## src/rtl/vvsr_pkg.sv

```systemverilog
// Shared types, codes and address helpers for the video scroll register block.
// This file depends on nothing. Every other file in rtl imports it.
package vvsr_pkg;

  localparam int NT_BYTES  = 2048;
  localparam int NT_AW     = $clog2(NT_BYTES);
  localparam int SPR_BYTES = 256;
  localparam int SPR_AW    = $clog2(SPR_BYTES);
  localparam int PAL_BYTES = 32;
  localparam int CLR_CW    = NT_AW + 1;

  localparam logic [2:0] REQ_RD     = 3'd0;
  localparam logic [2:0] REQ_WR     = 3'd1;
  localparam logic [2:0] REQ_LINE   = 3'd2;
  localparam logic [2:0] REQ_VB_SET = 3'd3;
  localparam logic [2:0] REQ_VB_CLR = 3'd4;

  localparam logic [2:0] REG_CTRL   = 3'd0;
  localparam logic [2:0] REG_MASK   = 3'd1;
  localparam logic [2:0] REG_STATUS = 3'd2;
  localparam logic [2:0] REG_OAMA   = 3'd3;
  localparam logic [2:0] REG_OAMD   = 3'd4;
  localparam logic [2:0] REG_SCROLL = 3'd5;
  localparam logic [2:0] REG_ADDR   = 3'd6;
  localparam logic [2:0] REG_DATA   = 3'd7;

  localparam logic [1:0] CA_NONE = 2'd0;
  localparam logic [1:0] CA_RD   = 2'd1;
  localparam logic [1:0] CA_WR   = 2'd2;

  localparam logic [1:0] MIR_VERT = 2'd0;
  localparam logic [1:0] MIR_HORZ = 2'd1;
  localparam logic [1:0] MIR_LOW  = 2'd2;

  typedef struct packed {
    logic [2:0] req_type;
    logic [2:0] reg_index;
    logic [7:0] write_data;
    logic [7:0] scanline_number;
    logic [7:0] cart_rdata;
    logic       sprite_hit_in;
    logic       sprite_overflow_in;
  } in_t;

  typedef struct packed {
    logic [7:0]  read_data;
    logic        nmi;
    logic [1:0]  cart_access;
    logic [13:0] cart_addr;
    logic [7:0]  cart_wdata;
  } out_t;

  // Nametable index for a 14-bit video address under the given mirroring.
  function automatic logic [NT_AW-1:0] nt_index(input logic [13:0] a, input logic [1:0] mode);
    logic bank;
    logic [10:0] idx;
    case (mode)
      MIR_VERT: bank = a[10];
      MIR_HORZ: bank = a[11];
      MIR_LOW:  bank = 1'b0;
      default:  bank = 1'b1;
    endcase
    idx = {bank, a[9:0]};
    return NT_AW'(idx);
  endfunction

  // Palette index; the sprite backdrop entries alias the background ones.
  function automatic logic [4:0] pal_index(input logic [13:0] a);
    logic [4:0] i;
    i = a[4:0];
    if (i[4] && (i[1:0] == 2'b00)) begin
      i[4] = 1'b0;
    end
    return i;
  endfunction

  // Vertical step of the current address: fine y, then coarse y with the
  // nametable flip at row 29 and a plain wrap from row 31.
  function automatic logic [15:0] inc_y(input logic [15:0] v);
    logic [15:0] r;
    logic [4:0] cy;
    r = v;
    if (v[14:12] != 3'd7) begin
      r[14:12] = v[14:12] + 3'd1;
    end else begin
      r[14:12] = 3'd0;
      cy = v[9:5];
      if (cy == 5'd29) begin
        cy = 5'd0;
        r[11] = ~v[11];
      end else if (cy == 5'd31) begin
        cy = 5'd0;
      end else begin
        cy = cy + 5'd1;
      end
      r[9:5] = cy;
    end
    return r;
  endfunction

endpackage

```

## src/rtl/vvsr_ram.sv

```systemverilog
// Single-port-write, single-port-read RAM with registered read data.
// A read of the address being written returns the new data. Uses vvsr_pkg.
module vvsr_ram
  import vvsr_pkg::*;
#(
  parameter int DEPTH = 256,
  parameter int AW    = $clog2(DEPTH)
) (
  input  logic          clk,
  input  logic          we,
  input  logic [AW-1:0] waddr,
  input  logic [7:0]    wdata,
  input  logic [AW-1:0] raddr,
  output logic [7:0]    rdata
);

  logic [7:0] mem [DEPTH];
  logic [7:0] rdata_r;

  always_ff @(posedge clk) begin
    if (we) begin
      mem[waddr] <= wdata;
    end
    if (we && (waddr == raddr)) begin
      rdata_r <= wdata;
    end else begin
      rdata_r <= mem[raddr];
    end
  end

  assign rdata = rdata_r;

endmodule

```

## config.mk

```make
export PLATFORM = sky130hd
export DESIGN_NAME = vvsr_ram
export DESIGN_NICKNAME = d
export VERILOG_FILES = /design/src/rtl/vvsr_pkg.sv /design/src/rtl/vvsr_ram.sv
export SDC_FILE = /design/constraint.sdc
export NUM_CORES = 2
export LEC_CHECK = 0
export BUFFER_PORTS_ARGS = -buffer_cell sky130_fd_sc_hd__buf_2
export CORE_MARGIN = 2
export CORE_UTILIZATION = 45
export CTS_CLUSTER_SIZE = 30
export DETAILED_ROUTE_END_ITERATION = 10
export PLACE_DENSITY = 0.63
export SYNTH_ARGS = -nofsm -noshare
export SYNTH_HDL_FRONTEND = slang
export SYNTH_SLANG_ARGS = --single-unit
```

## constraint.sdc

```tcl
create_clock -name clk -period 3.4 [get_ports clk]
set_input_delay 0.68 -clock clk [delete_from_list [all_inputs] [get_ports clk]]
set_output_delay 0.68 -clock clk [all_outputs]
set_load 0.02 [all_outputs]
```

Word level (Yosys, flattened, before mapping)
Memory sizes are Yosys's and may differ from the RTL's. A register that Yosys moved wholly into a read port is not among the register bits.
Index checks and enable logic that the tools add are counted.

word-level totals
  input port bits = 26
  bits in writable memories = 2048
  word-level logic and storage cells = 3
  memories = 1
  register bits after elaboration = 0

memories
  memory  words  width  read ports  clocked after Yosys merged registers in  write ports  RTL line        text
  mem     256    8      1           1                                        1            vvsr_ram.sv:17  logic [7:0] mem [DEPTH];

cells by class
  muxes and demuxes = 2

operators with widths
  operator          number
  2-to-1 mux 1 bit  2

Logic depth before layout (Yosys ltp)
  depth in word-level cells = 2
  depth in mapped cells = 11
  gate-level depth less buffers = 6

Worst setup path after synthesis
OpenSTA, ideal clock, no wires.

  path kind = register -> output
  start point = register with a tool-made name
  end point = output port rdata[3]
  stages on the path, launching flop included = 10
  required time = 2720 ps
  arrival time = 2406 ps
  setup slack = 314 ps
  path buffers = 3
  cells stage by stage = dfxtp_1 buf_2 buf_4 or2b_1 buf_1 o221ai_1 a21oi_1 o32ai_1 nor3_1 nor4_1

RTL lines
  item       RTL line        text
  to (decl)  vvsr_ram.sv:14  output logic [7:0] rdata

==> metrics.md <==
| Metric | Value |
|---|---|
| Share of cells above drive strength 1 | 36.7% |
| Fillers | 13,200 |
| Maximum fanout along the worst path | 6 |
| Antenna Nets Post-Route | 0 |
| Setup TNS | -7.78 ns |
| Biggest register | mem |
| RSZ-0062 raised after global routing | true |
| Yosys warnings | 0 |
| Startpoint Class | flip-flop |
| Netlist Area Pre-Place | 79,600 um^2 |
| Hold depth | 1 |
| Core Area | 176,000 um^2 |
| CP Capture Type | primary output |
| Avg Synthesized Cell Area | 21.3 um^2 |
| Row Count | 154 |
| Final period util | 130% |
| Max Fclk | 227 MHz |
| Max VDD drop | 496 uV |
| Power Density | 547 nW/um^2 |
| Global route overflow | 0 |
| Via Count | 41,700 |
| Flops & latches, synth | 2,056 |
| Starting Density | 45.2% |
| Max reg flops | 2,048 |
| CTS root buffer | clkbuf_16 |
| Avg WL per Cell | 29.6 um |
| Worst-Margin Slew | 1.06 ns |
| First-pass GRT wire length | 299,000 um |
| Area growth from synthesis to layout | 21.0% |
| Slew Viols, Final | 0 |
| CTS tree | done |
| Vias in the first global route | 41,500 |
| GPL Wtd Cong | 0.860 |
| Placed Cells | 6,567 |
| Hold WS | 0.0530 ns |
| DP Worst Slack | -1.08 ns |
| Max Buffers Root-to-Sink | 3 |
| Status | complete, but fails checks |
| Clk slew on worst S/H paths | 0.06 ns |
| CTS HTree Levels | 4 |
| Die Span X | 424 um |
| Port Buffers | 33 |
| Final net count | 4,535 |
| Largest net degree at the start of global routing | 117 |
| Non-Filler Instances | 7,023 |
| Mapped Cells | 3,733 |
| Failing checks | setup timing |
| Die area | 180,000 um^2 |
| Global-route usage over all layers | 23.1% |
| Distinct cells, synth | 55 |
| Final hold violation count | 0 |
| Setup violators final | 8 |
| Die Y | 424 um |
| Post-synth EDFFs | 2,048 |
| I/O Pins | 34 |
| Routed wire length | 208,000 um |
| CP arrival | 3.73 ns |
| Via density | 5.93 |
| Hold wc startpoint | raddr[2] |
| Top-area cell type share of the netlist area | 77.3% |
| Total leakage power | 31.1 nW |
| Crit path required time | 2.72 ns |
| Antenna violations before repair | 16 |
| DRC | 0 |
| Kind of critical path | reg2out |
| Worst min path class | in2reg |
| Syn_nets | 3,759 |
| 1st-pass router iterations | 7 |
| Biggest regs | mem (2048) |
| DP HPWL | 133,000 um |
| Max-Cap Viols | 0 |
| Sequential element share of the synthesized area | 77.5% |
| Asr flop ratio synth | 0% |
| Cts bufs inserted | 202 |
| Dominant cells by area after synthesis | edfxtp_1 77%, mux4_2 13%, mux2i_1 1.7%, nor2_1 1.3%, a22oi_1 1.3% |
| Leading area contributor after synthesis | edfxtp_1 |
| Clk sinks | 2,056 |
| Initial DRC Count | 5,212 |
| Fin crit period | 4.41 ns |
| Rel. slew slack | 29.3% |
| Final WS setup | -1.01 ns |
| Most used DFF post-synth | edfxtp_1 |
-- how the worst max path moves through the flow --
stage,start,end,slack (ns),depth (start not counted)
finish,flip-flop,rdata[7],-1.01,12
global route,flip-flop,rdata[5],-1.10,10
CTS,flip-flop,rdata[5],-1.06,10
detailed placement,flip-flop,rdata[3],-1.08,9
global placement,flip-flop,rdata[3],-1.13,9
floorplan,flip-flop,rdata[3],0.31,9
-- kinds of logic after synthesis --
kind of cell,after synthesis,synth area share [%]
compound gates,385,3.42
buf+inv,235,1.83
flops,2056,77.5
mux,591,14.6
simple gates,466,2.63
-- Yosys cell counts (all sizes together), types with 22 or more instances --
cell type  instances
a21oi             96
a22oi            133
buf              122
clkbuf           111
edfxtp          2048
mux2i            134
mux4             456
nand2             33
nand3             34
nor2             282
nor2b             31
nor3              22
nor4              27
o221ai            47
o22ai             28
-- critical path, cell delays in order, from the launching register on --
cell	delay [ns]
dfxtp_4	0.45
buf_16	0.21
buf_12	0.14
bufbuf_16	0.26
mux2i_1	0.07
o221ai_1	0.18
buf_4	0.16
o211ai_1	0.10
a21oi_1	0.39
nor4_2	0.11
buf_4	0.19
nor4_4	0.38
buf_4	0.22
-- placed cells by master, fill, tap and decap left out, types with 17 or more instances in the layout --
cell       instances
buf_8             18
nor2b_1           26
clkbuf_1          43
a21oi_1           76
buf_2             17
nor4_4            18
a22oi_1           99
buf_6             22
nand2_1           32
o221ai_2          19
a21oi_2           19
edfxtp_1        2048
a22oi_2           34
buf_12            83
mux2i_1          133
o22ai_1           25
nand3_1           29
clkbuf_16        206
nor2_1           273
o221ai_1          28
clkinv_2          49
clkinv_1          49
buf_4            642
mux4_2           455
-- timing repair --
item                                   CTS  global route
cloned                                   8             3
hold buffers                             6             0
setup endpoints to repair                8             8
setup buffers                           60            13
pin swaps                               70            41
endpoints found under the hold margin    6             0
gates resized for setup                258            64
-- layout make-up --
cell class / instances / area [um^2] / area share [%]
sequential: 2056 / 61700 / 64.1
clock inverter: 125 / 1110 / 1.15
clock buffer: 246 / 5240 / 5.45
tap: 2340 / 2930 / 3.04
inverter: 2 / 7.51 / 0.00780
antenna: 7 / 17.5 / 0.0182
timing repair buffer: 804 / 7570 / 7.87
multi-input combinational: 1443 / 17700 / 18.4
-- per-layer routing --
layer	part of all wire, %	vias up	track usage [%]	routed length [um]
met2	48	2000	37.0	101000
met4	2.9	2	6.64	6010
met1	40	22100	33.0	83500
met3	8.5	285	3.81	17600
met5	0.0063	-	0	13
li1	-	17300	-	-
-- per-stage QoR --
step           util (%)  total power (W)  area (um^2)
3_5_place_dp       49.6           0.0314        87300
4_1_cts            54.5           0.0529        95800
5_1_grt            54.7           0.0540        96200
3_3_place_gp       49.6           0.0314        87300
6_report           54.7           0.0526        96200
2_1_floorplan         -           0.0299        79600
-- power by group --
part	switching, W	internal [W]	leakage, nW
Sequential	0.0000320	0.0279	18.5
Combinational	0.00194	0.00142	9.56
Clock	0.00959	0.0117	3.09
(Power assumes the default switching activity.)
